[src/sv/ihct_pkg.sv]
package ihct_pkg;

  // Configuration register indexes
  localparam logic [1:0] CFG_DECAY_PERIOD        = 2'd0;
  localparam logic [1:0] CFG_READ_LATENCY_LIMIT  = 2'd1;
  localparam logic [1:0] CFG_WRITE_LATENCY_LIMIT = 2'd2;
  localparam logic [1:0] CFG_ERROR_SCORE_LIMIT   = 2'd3;

  localparam int LIMIT_W = 31;
  localparam int LEVEL_W = 11;
  // latency is turned into a congestion drop by dropping this many low bits
  localparam int DROP_SHIFT = 10;
  // score decay multiplies by (2^SCALE_SHIFT - 1) / 2^SCALE_SHIFT
  localparam int SCALE_SHIFT = 7;

  typedef enum logic [1:0] {
    SEQ_IDLE,
    SEQ_DIV,
    SEQ_DECAY,
    SEQ_DONE
  } seq_state_t;

endpackage

[src/sv/io_health_and_congestion_tracker.sv]
// A word accepted into the input register goes to the result register on commit.
// Throughput: one word per cycle unless out_stall or the sequencer holds it.
// A completion that finds the counter above a lowered decay period is held while
// the sequencer divides, decays the score (zero in under 2700 steps) and finishes.
// Reset (rst, synchronous): config, valids, counter, score, level and stamp clear.
module io_health_and_congestion_tracker
  import ihct_pkg::*;
#(
  parameter int CONGESTION_MAX     = 1024,
  parameter int ERROR_WEIGHT_SHIFT = 20
) (
  input  logic                      clk,
  input  logic                      rst,
  // configuration write port
  input  logic                      cfg_en,
  input  logic [1:0]                cfg_index,
  input  logic [31:0]               cfg_data,
  // event channel
  input  logic                      in_valid,
  output logic                      in_stall,
  input  logic                      func,
  input  logic                      is_write,
  input  logic [31:0]               submit_us,
  input  logic [31:0]               now_us,
  // result channel
  output logic                      out_valid,
  input  logic                      out_stall,
  output logic signed [LEVEL_W-1:0] congestion_level,
  output logic [31:0]               error_score,
  output logic                      over_limit,
  output logic [31:0]               last_congested_us
);

  // Level needs to reach -CONGESTION_MAX
  localparam int CW = $clog2(CONGESTION_MAX) + 1;
  localparam logic signed [31:0] CMAX_S     = CONGESTION_MAX;
  localparam logic [31:0]        ERR_WEIGHT = 32'd1 << ERROR_WEIGHT_SHIFT;

  // Configuration registers
  logic [31:0]        decay_period;
  logic [LIMIT_W-1:0] read_latency_limit;
  logic [LIMIT_W-1:0] write_latency_limit;
  logic [31:0]        error_score_limit;

  // Tracker state
  logic [31:0]          completion_count, completion_count_next;
  logic [31:0]          error_accum, error_accum_next;
  logic signed [CW-1:0] congestion, congestion_next;
  logic [31:0]          congested_stamp, congested_stamp_next;

  // Input register
  logic        s1_valid;
  logic        s1_func;
  logic        s1_is_write;
  logic [31:0] s1_submit_us;
  logic [31:0] s1_now_us;

  // Renormalization sequencer: divider and decay stepper
  seq_state_t  state, state_next;
  logic [31:0] div_q, div_q_next;
  logic [31:0] div_r, div_r_next;
  logic [4:0]  div_cnt, div_cnt_next;
  logic [31:0] decay_steps, decay_steps_next;

  // Datapath
  logic [LIMIT_W-1:0] thr;
  logic [31:0]        diff;
  logic               timed;
  logic               lat_over;
  logic signed [31:0] cong_w, room, drop, drop_c, cong_upd;
  logic [38:0]        acc_x127;
  logic [31:0]        scaled;
  logic [31:0]        count_inc;
  logic               abnormal;
  logic [31:0]        accum_err;
  logic               err_over;
  logic [32:0]        rem_sh, rem_sub;
  logic               fits;
  logic [31:0]        rem_new;
  logic               slot_free;
  logic               commit;
  logic               in_acc;
  logic signed [31:0] level_w;

  assign in_acc    = in_valid && !in_stall;
  assign slot_free = !out_valid || !out_stall;

  always_comb begin
    // latency check; untimed or disabled completions skip it entirely
    thr      = s1_is_write ? write_latency_limit : read_latency_limit;
    diff     = s1_now_us - s1_submit_us;
    timed    = (thr != '0) && (s1_submit_us != '0);
    lat_over = timed && !diff[31] && (diff[30:0] > thr);
    cong_w   = 32'(congestion);
    room     = CMAX_S + cong_w;
    drop     = signed'({{DROP_SHIFT{1'b0}}, diff[31:DROP_SHIFT]});
    drop_c   = (drop > room) ? room : drop;
    if (lat_over) begin
      cong_upd = cong_w - drop_c;
    end else if (timed && (cong_w < 0)) begin
      cong_upd = cong_w + 32'sd1;
    end else begin
      cong_upd = cong_w;
    end

    // score decay by 127/128, rounded down
    acc_x127 = {error_accum, {SCALE_SHIFT{1'b0}}} - {{SCALE_SHIFT{1'b0}}, error_accum};
    scaled   = acc_x127[38:SCALE_SHIFT];

    // counter is beyond a lowered period and needs whole periods removed
    count_inc = completion_count + 32'd1;
    abnormal  = (decay_period != '0) && (completion_count > decay_period) &&
                (completion_count != '1);

    // error report, saturating
    accum_err = (error_accum > ~ERR_WEIGHT) ? '1 : error_accum + ERR_WEIGHT;
    err_over  = accum_err >= error_score_limit;

    // one restoring division step
    rem_sh  = {div_r, div_q[31]};
    fits    = rem_sh >= {1'b0, decay_period};
    rem_sub = rem_sh - {1'b0, decay_period};
    rem_new = fits ? rem_sub[31:0] : rem_sh[31:0];

    commit = s1_valid && slot_free &&
             (((state == SEQ_IDLE) && !(!s1_func && abnormal)) || (state == SEQ_DONE));

    state_next            = state;
    div_q_next            = div_q;
    div_r_next            = div_r;
    div_cnt_next          = div_cnt;
    decay_steps_next      = decay_steps;
    completion_count_next = completion_count;
    error_accum_next      = error_accum;
    congestion_next       = congestion;
    congested_stamp_next  = congested_stamp;

    unique case (state)
      SEQ_IDLE: begin
        if (s1_valid && !s1_func && abnormal) begin
          state_next   = SEQ_DIV;
          div_q_next   = completion_count;
          div_r_next   = '0;
          div_cnt_next = '1;
        end
      end
      SEQ_DIV: begin
        div_r_next   = rem_new;
        div_q_next   = {div_q[30:0], fits};
        div_cnt_next = div_cnt - 5'd1;
        if (div_cnt == '0) begin
          // quotient is the period count to remove, remainder + 1 the new count
          state_next            = SEQ_DECAY;
          completion_count_next = rem_new + 32'd1;
          decay_steps_next      = {div_q[30:0], fits};
        end
      end
      SEQ_DECAY: begin
        if ((decay_steps != '0) && (error_accum != '0)) begin
          error_accum_next = scaled;
          decay_steps_next = decay_steps - 32'd1;
        end else begin
          state_next = SEQ_DONE;
        end
      end
      SEQ_DONE: begin
        if (commit) begin
          state_next = SEQ_IDLE;
        end
      end
      default: state_next = SEQ_IDLE;
    endcase

    if (commit) begin
      if (s1_func) begin
        error_accum_next = accum_err;
      end else begin
        congestion_next = cong_upd[CW-1:0];
        if (lat_over) begin
          congested_stamp_next = s1_now_us;
        end
        // counting was already settled by the sequencer when it ran
        if ((state != SEQ_DONE) && (decay_period != '0)) begin
          if (count_inc <= decay_period) begin
            completion_count_next = count_inc;
          end else begin
            completion_count_next = 32'd1;
            error_accum_next      = scaled;
          end
        end
      end
    end

    level_w  = 32'(congestion_next);
    in_stall = s1_valid && !commit;
  end

  // configuration writes
  always_ff @(posedge clk) begin
    if (rst) begin
      decay_period        <= '0;
      read_latency_limit  <= '0;
      write_latency_limit <= '0;
      error_score_limit   <= '0;
    end else if (cfg_en) begin
      unique case (cfg_index)
        CFG_DECAY_PERIOD:        decay_period        <= cfg_data;
        CFG_READ_LATENCY_LIMIT:  read_latency_limit  <= cfg_data[LIMIT_W-1:0];
        CFG_WRITE_LATENCY_LIMIT: write_latency_limit <= cfg_data[LIMIT_W-1:0];
        CFG_ERROR_SCORE_LIMIT:   error_score_limit   <= cfg_data;
        default: ;
      endcase
    end
  end

  // tracker state and sequencer
  always_ff @(posedge clk) begin
    if (rst) begin
      state            <= SEQ_IDLE;
      completion_count <= '0;
      error_accum      <= '0;
      congestion       <= '0;
      congested_stamp  <= '0;
    end else begin
      state            <= state_next;
      completion_count <= completion_count_next;
      error_accum      <= error_accum_next;
      congestion       <= congestion_next;
      congested_stamp  <= congested_stamp_next;
    end
  end

  always_ff @(posedge clk) begin
    div_q       <= div_q_next;
    div_r       <= div_r_next;
    div_cnt     <= div_cnt_next;
    decay_steps <= decay_steps_next;
  end

  // input register: load on accept, drop when its result is committed
  always_ff @(posedge clk) begin
    if (rst) begin
      s1_valid <= 1'b0;
    end else if (in_acc) begin
      s1_valid <= 1'b1;
    end else if (commit) begin
      s1_valid <= 1'b0;
    end
  end

  always_ff @(posedge clk) begin
    if (in_acc) begin
      s1_func      <= func;
      s1_is_write  <= is_write;
      s1_submit_us <= submit_us;
      s1_now_us    <= now_us;
    end
  end

  // result register: hold while stalled, advance on commit
  always_ff @(posedge clk) begin
    if (rst) begin
      out_valid <= 1'b0;
    end else if (commit) begin
      out_valid <= 1'b1;
    end else if (!out_stall) begin
      out_valid <= 1'b0;
    end
  end

  always_ff @(posedge clk) begin
    if (commit) begin
      congestion_level  <= level_w[LEVEL_W-1:0];
      error_score       <= error_accum_next;
      over_limit        <= s1_func && err_over;
      last_congested_us <= congested_stamp_next;
    end
  end

  // the sequencer only runs on a held completion
  a_seq_has_item : assert property (@(posedge clk) disable iff (rst)
    (state != SEQ_IDLE) |-> (s1_valid && !s1_func))
    else $error("sequencer active without a held completion");

  // congestion level stays within its floor and zero
  a_level_range : assert property (@(posedge clk) disable iff (rst)
    (32'(congestion) >= -CMAX_S) && (32'(congestion) <= 32'sd0))
    else $error("congestion level out of range");

  // a completion never reports over limit
  a_completion_flag : assert property (@(posedge clk) disable iff (rst)
    (commit && !s1_func) |=> !over_limit)
    else $error("over limit flagged on a completion");

endmodule
[config.mk]
export PLATFORM = sky130hd
export DESIGN_NAME = io_health_and_congestion_tracker
export DESIGN_NICKNAME = d
export VERILOG_FILES = /design/src/sv/ihct_pkg.sv /design/src/sv/io_health_and_congestion_tracker.sv
export SDC_FILE = /design/constraint.sdc
export NUM_CORES = 1
export LEC_CHECK = 0
export BUFFER_PORTS_ARGS = -buffer_cell sky130_fd_sc_hd__buf_2
export CELL_PAD_IN_SITES_DETAIL_PLACEMENT = 0
export CELL_PAD_IN_SITES_GLOBAL_PLACEMENT = 2
export CORE_MARGIN = 1
export CORE_UTILIZATION = 42
export CTS_CLUSTER_SIZE = 20
export DETAILED_ROUTE_END_ITERATION = 10
export PLACE_DENSITY_LB_ADDON = 0.1
export SLEW_MARGIN = 20
export SYNTH_ARGS = -nofsm -noshare
export SYNTH_HDL_FRONTEND = slang
export SYNTH_SLANG_ARGS = --single-unit
[constraint.sdc]
create_clock -name clk -period 19.9 [get_ports clk]
set_input_delay 2.985 -clock clk [delete_from_list [all_inputs] [get_ports clk]]
set_output_delay 2.985 -clock clk [all_outputs]
set_load 0.02 [all_outputs]
==> results of run 1 <==
[flip-flops by register name (all words and copies together), names as in the netlist]
| register | flops |
|---|---|
| completion_count | 32 |
| congested_stamp | 32 |
| congestion | 11 |
| congestion_level | 11 |
| decay_period | 32 |
| decay_steps | 32 |
| div_cnt | 5 |
| div_q | 32 |
| div_r | 32 |
| error_accum | 32 |
| error_score | 32 |
| error_score_limit | 32 |
| last_congested_us | 32 |
| out_valid | 1 |
| over_limit | 1 |
| read_latency_limit | 31 |
| s1_func | 1 |
| s1_is_write | 1 |
| s1_now_us | 32 |
| s1_submit_us | 32 |
| s1_valid | 1 |
| state | 2 |
| write_latency_limit | 31 |
[cell usage in the layout (no fill, tap or decap), types with 52 or more instances in the layout]
cell type	count
edfxtp_1	243
buf_2	181
nand2_1	479
mux2i_1	72
nor3_1	72
o21ai_0	119
a21o_1	76
and2_1	81
a21oi_1	321
xor2_1	52
mux2_2	67
clkbuf_16	58
dfxtp_1	237
inv_1	178
nand3_1	78
xnor2_1	128
nor2_1	245
ha_1	246
nand4_1	66
[worst max-delay path by stage]
stage | startpoint | end | slack, ps | cells after the start
floorplan | out_stall | s1_func | 12560 | 7
detailed placement | s1_now_us[3] | congestion_level[10] | 12070 | 32
finish | s1_now_us[3] | congestion_level[10] | 11940 | 32
global route | s1_submit_us[3] | congestion_level[10] | 11140 | 35
global placement | s1_submit_us[1] | congestion_level[10] | 12070 | 33
CTS | s1_now_us[3] | congestion_level[10] | 12010 | 32
[layout make-up]
class                           count  area share
Clock inverter                     34     0.00969
Clock buffer                       69      0.0448
Timing Repair Buffer              211      0.0332
Multi-Input combinational cell   2618       0.506
Sequential cell                   480       0.352
Tap cell                          950      0.0347
Inverter                          181      0.0199
[metal layers]
metal	vias up	track usage	part of all wire
li1	12600	-	-
met1	12600	0.380	0.48
met2	775	0.420	0.44
met3	137	0.0292	0.055
met4	2	0.0686	0.023
met5	-	0	0.000091
[report_power, final]
group | internal [W] | total [W] | switching [W]
logic | 0.000671 | 0.00174 | 0.00107
clock network | 0.000613 | 0.00105 | 0.000440
registers | 0.00123 | 0.00134 | 0.000119
[kinds of logic after synthesis]
group,after synthesis,share of synthesized area
muxes,140,0.0486
buffers and inverters,333,0.0425
xor gates and xnor gates,180,0.0515
DFF,480,0.394
adders and majority gates,251,0.103
and+or+nand+nor,1241,0.193
AOI/OAI and AO/OA,806,0.167
[through the flow]
stage / total power [W] / setup WS [ps]
floorplan: 0.00260 / 12560
global placement: 0.00306 / 12070
detailed placement: 0.00309 / 12070
CTS: 0.00416 / 12010
global route: 0.00440 / 11140
finish: 0.00414 / 11940
[critical path, delay by kind of cell, from the launching register on]
| kind | cells | cell delay (ps) |
|---|---|---|
| adder cells (fa/ha/maj) | 3 | 980 |
| flip-flops | 1 | 400 |
| multiplexers | 1 | 280 |
| AND/OR/NAND/NOR | 9 | 2430 |
| AO/OA/AOI/OAI | 18 | 3370 |
| XOR/XNOR | 1 | 310 |
==> metrics, run 1 <==
worst hold path class register to register; CTS buffer count 56; final hold vios 0; CTS H-tree depth 2; LEAKAGE 13.4 nW; Post-synth top cells 479 x nand2_1, 322 x a21oi_1, 248 x ha_1, 248 x nor2_1, 243 x edfxtp_1; grt ovf 0; CP most frequent cell o21ai_0; Longest Clk Path Bufs 3; final cell count without fillers 4543; vias 26.1k; vias per std cell 5.75; period utilization 0.400; pin count of the biggest net entering global routing 75; slowest stage delay, CP 820 ps; Post-synth EDFFs 243; Post-synth ARST share 0; Cell Area, Placed 0.0324 mm2; crit path capture type register; CTS Hold Bufs 0; Mapped Cells 3431; hold path cells 2; syn_area_per_cell 8.92 um2; most numerous cell in the Yosys netlist nand2_1; Initial Utilization 0.426; Layout area overhead 11.9%; Worst R2R Setup Slack 11940 ps; Worst path slowest cell nor4_4; Power Dens Cells 121 mW/mm2; CTS tree done; clk sink count 480; max-slew violation count 0; final wirelength 99.2 mm; Slew headroom 0.285; footprint of the multi-input gates 0.0173 mm2; # port buffers 182; Routed WL per cell 21.8 um; main flop type after synthesis edfxtp_1; max_cap viols 0; top cell type's share of synthesized area 0.239; FF-to-FF End congestion_level[10]; Initial DRT Pass Iterations 6; register area share after synthesis 0.394; drt drc 0; Syn Nets 3787; Tot GR Track Use 0.264; type of the worst setup path register to register; Cell variety after synth 96; CP Launch Type register; Worst Hold Slack 453 ps; Reg area 0.0120 mm2; # setup viols final 0; worst vdd ir 0.100 mV; RSZ-0062 raised after global routing false; Arr. time, crit path 8390 ps; Slew @ Worst Pin 1070 ps; vias in the first global route 25.5k; Core Util, Final 0.477; Yosys reg bits 480; CTS Root Cell clkbuf_16; design area 0.0342 mm2; CORE AREA 0.0717 mm2; worst reg2reg startpoint s1_now_us[3]; Cell Area, Synth 0.0306 mm2; Die Ht 272 um; share of layout cells above drive strength 1 0.115; # resized after CTS 0; IO Count 183; DP HPWL 75.0 mm; hold-critical path endpoint error_score_limit[31]; Fmax achieved 126 MHz; Filler Cells Inserted 7001; global-route wire length before repair 153 mm; row count 98; outcome finished clean; # Post-CTS Setup Buffers 0; Detailed Route Iter0 Violations 2342; crit path time final 7960 ps; Yosys top cell by area edfxtp_1; setup_tns 0 ps; worst r2r path cells 32; clk_skew 24.7 ps; min-delay src error_score_limit[31]; ant diodes 0; placed insts 4440; Die Footprint 0.0739 mm2; initial antenna violation count 3; GP Congestion 0.915; total number of yosys warnings 0; Clock Pin Slew Worst Setup and Hold Paths 60 ps; Detail Route Antenna Nets 0; Clock Latency Late Sink 620 ps; Synth area leaders edfxtp_1 24%, dfxtp_1 16%, ha_1 10%, nand2_1 5.9%, a21oi_1 5.3%; Crit Path Max Fanout 15; Die Wd 272 um; NumNets Final 3904; Req. time, crit path 20330 ps
Note: power is estimated with default switching activity, not from simulation.
==> inputs of run 2 (changes only) <==
Settings changed: ABC_AREA set to 1, CORE_UTILIZATION 42 to 33.
Clock period 19.9 ns to 7.1 ns, I/O delays scaled along.
==> run 2 against run 1 <==
Compared with the run above: non-clock buffer count grew 5; maximum frequency increased by 24%; final area is 8.2% higher; die area rose by 35%; sequential power grew to 3.2 times the previous value; synthesized cell count up 32%; combinational power grew to 5.6 times the previous value; cell count is 32% higher; critical endpoint unchanged.
==> metrics, run 2 <==
Layout area overhead 13.8% (was 11.9%); Detail Route Antenna Nets 0 (unchanged); Post-synth top cells 1207 x nand2_1, 548 x inv_1, 424 x nor2_1, 383 x a21oi_1, 348 x o21ai_0 (was 479 x nand2_1, 322 x a21oi_1, 248 x ha_1, 248 x nor2_1, 243 x edfxtp_1); Longest Clk Path Bufs 3 (unchanged); RSZ-0062 raised after global routing false (unchanged); top cell type's share of synthesized area 0.224 (was 0.239); Die Footprint 0.0999 mm2 (was 0.0739 mm2); worst reg2reg startpoint s1_now_us[0] (was s1_now_us[3]); met2 usage 0.412 (was 0.420); global-route wire length before repair 182 mm (was 153 mm); most common cell after layout, fill and taps aside nand2_1 (unchanged); vias per std cell 4.96 (was 5.75); # setup viols final 0 (unchanged); clk_skew 20.6 ps (was 24.7 ps); setup ws final 700 ps (was 11940 ps); final hold vios 0 (unchanged); Syn Nets 4870 (was 3787); type of the worst setup path register to register (unchanged); period utilization 0.901 (was 0.400); Slew @ Worst Pin 1100 ps (was 1070 ps); Crit Path Max Fanout 7 (was 15); crit path capture type register (unchanged); Slew headroom 0.265 (was 0.285); worst hold path class register to register (unchanged); # Post-CTS Setup Buffers 0 (unchanged); Detailed Route Iter0 Violations 1633 (was 2342); Crit. Startpoint s1_now_us[0] (was s1_now_us[3]); Filler Cells Inserted 10.4k (was 7001); Initial DRT Pass Iterations 6 (unchanged); Clock Latency Late Sink 660 ps (was 620 ps); Routed WL per cell 20.2 um (was 21.8 um); LEAKAGE 16.9 nW (was 13.4 nW); drt drc 0 (unchanged); max_cap viols 0 (unchanged); Worst path slowest cell or3b_2 (was nor4_4); Clock Pin Slew Worst Setup and Hold Paths 60 ps (about the same); Fmax achieved 156 MHz (was 126 MHz); outcome finished clean (unchanged); total number of yosys warnings 0 (unchanged); CTS H-tree depth 2 (unchanged); CP Launch Type register (unchanged); syn_area_per_cell 7.21 um2 (was 8.92 um2); Yosys reg bits 480 (unchanged); Worst path top cell family by delay simple AND/OR/NAND/NOR gates (was compound AO/OA/AOI/OAI gates); CORE AREA 0.0971 mm2 (was 0.0717 mm2); pre-CTS setup slack 630 ps (was 12070 ps); Tot GR Track Use 0.241 (was 0.264); min-delay src write_latency_limit[24] (was error_score_limit[31]); Cell variety after synth 54 (was 96); main flop type after synthesis edfxtp_1 (unchanged); Mapped Cells 4514 (was 3431); Synth area leaders edfxtp_1 22%, dfxtp_1 15%, nand2_1 14%, ha_1 9.5%, inv_1 6.3% (was edfxtp_1 24%, dfxtp_1 16%, ha_1 10%, nand2_1 5.9%, a21oi_1 5.3%); row count 114 (was 98); clk sink count 480 (unchanged); worst vdd ir 0.337 mV (was 0.100 mV); commonest cells after routing, fill and taps aside 1205 x nand2_1, 547 x inv_1, 420 x nor2_1 (was 479 x nand2_1, 321 x a21oi_1, 246 x ha_1); GRT met1 Usage 0.312 (was 0.380); DP HPWL 94.3 mm (was 75.0 mm); CTS tree done (unchanged); # port buffers 182 (unchanged); Req. time, crit path 7510 ps (was 20330 ps); Post-synth ARST share 0 (unchanged); Final Power 0.0173 W (was 0.00414 W); Die Wd 316 um (was 272 um); slowest stage delay, CP 450 ps (was 820 ps); setup_tns 0 ps (unchanged); most numerous cell in the Yosys netlist nand2_1 (unchanged); final wirelength 121 mm (was 99.2 mm); Initial Utilization 0.335 (was 0.426); initial antenna violation count 26 (was 3); register area share after synthesis 0.370 (was 0.394); vias 29.7k (was 26.1k); pin count of the biggest net entering global routing 85 (was 75); Cell Area, Synth 0.0325 mm2 (was 0.0306 mm2); busiest grt layer met2 (unchanged); Arr. time, crit path 6810 ps (was 8390 ps); crit path time final 6400 ps (was 7960 ps); vias in the first global route 29.4k (was 25.5k); met3 usage 0.0443 (was 0.0292); NumNets Final 5015 (was 3904); Die Ht 316 um (was 272 um); Yosys top cell by area edfxtp_1 (unchanged); CTS Root Cell clkbuf_16 (unchanged); CTS buffer count 58 (was 56); grt ovf 0 (unchanged); CP most frequent cell nand2_1 (was o21ai_0); Post-synth EDFFs 243 (unchanged); Power Dens Cells 468 mW/mm2 (was 121 mW/mm2); IO Count 183 (unchanged); max-slew violation count 0 (unchanged); GP Congestion 0.860 (was 0.915); CP Buf/Inv Count 6 (was 0); share of layout cells above drive strength 1 0.0815 (was 0.115)
[run 2: routing by layer]
layer,wire [um],vias to the layer above
li1,-,15300
met1,54400,13700
met2,56900,542
met3,6250,157
met4,3150,32
met5,199,-
[run 2: kinds of logic after synthesis]
group,Yosys count,synth area share
and+or+nand+nor,2095,0.271
muxes,16,0.00492
DFF,480,0.370
AOI/OAI and AO/OA,866,0.143
xor gates and xnor gates,116,0.0312
adders and majority gates,251,0.0972
buffers and inverters,690,0.0820
[run 2: repair_timing]
action	in CTS	in global routing
gates resized for setup	0	2
endpoints found under the setup margin	0	3
hold buffers	0	0
[run 2: per-stage QoR]
stage | cells | area, um2 | hold slack, ps | utilization
3_3_place_gp | 5874 | 34800 | 443 | 0.358
3_5_place_dp | 5874 | 34800 | 448 | 0.358
4_1_cts | 5984 | 37000 | 456 | 0.381
6_report | 5993 | 37000 | 452 | 0.381
2_1_floorplan | 4514 | 32500 | 428 | -
5_1_grt | 5986 | 37000 | 476 | 0.381
[run 2: worst reg2reg max path: cells and delay by family, from the launching register on]
family,cells,cell delay [ps]
AO/OA/AOI/OAI,7,1320
XOR/XNOR,1,190
adder cells (fa/ha/maj),4,1330
buffers and inverters,6,400
flip-flops,1,380
AND/OR/NAND/NOR,22,2520
[run 2: worst paths after layout]
check	to	slack, ps	cells after the start
hold reg to reg	write_latency_limit[24]	450	2
setup reg to reg	congestion_level[10]	700	40
setup / recovery	congestion_level[10]	700	40
hold / removal	write_latency_limit[24]	450	2
[run 2: cell type report]
type	count	area, um2	area share
flip-flops and latches	480	12000	0.325
multi-input cells	3344	17900	0.484
well taps	1276	1600	0.0431
inverters	559	2100	0.0568
repair buffers	216	1190	0.0321
clock inverters	36	547	0.0148
clock buffers	74	1620	0.0437
diodes	8	20.0	0.000541
[run 2: power breakdown]
part	total, W	leakage [nW]	switching (W)	internal, W
registers	0.00424	4.22	0.000436	0.00380
clock network	0.00338	1.05	0.00132	0.00206
logic	0.00970	11.7	0.00668	0.00302
total	0.0173	16.9	0.00844	0.00888
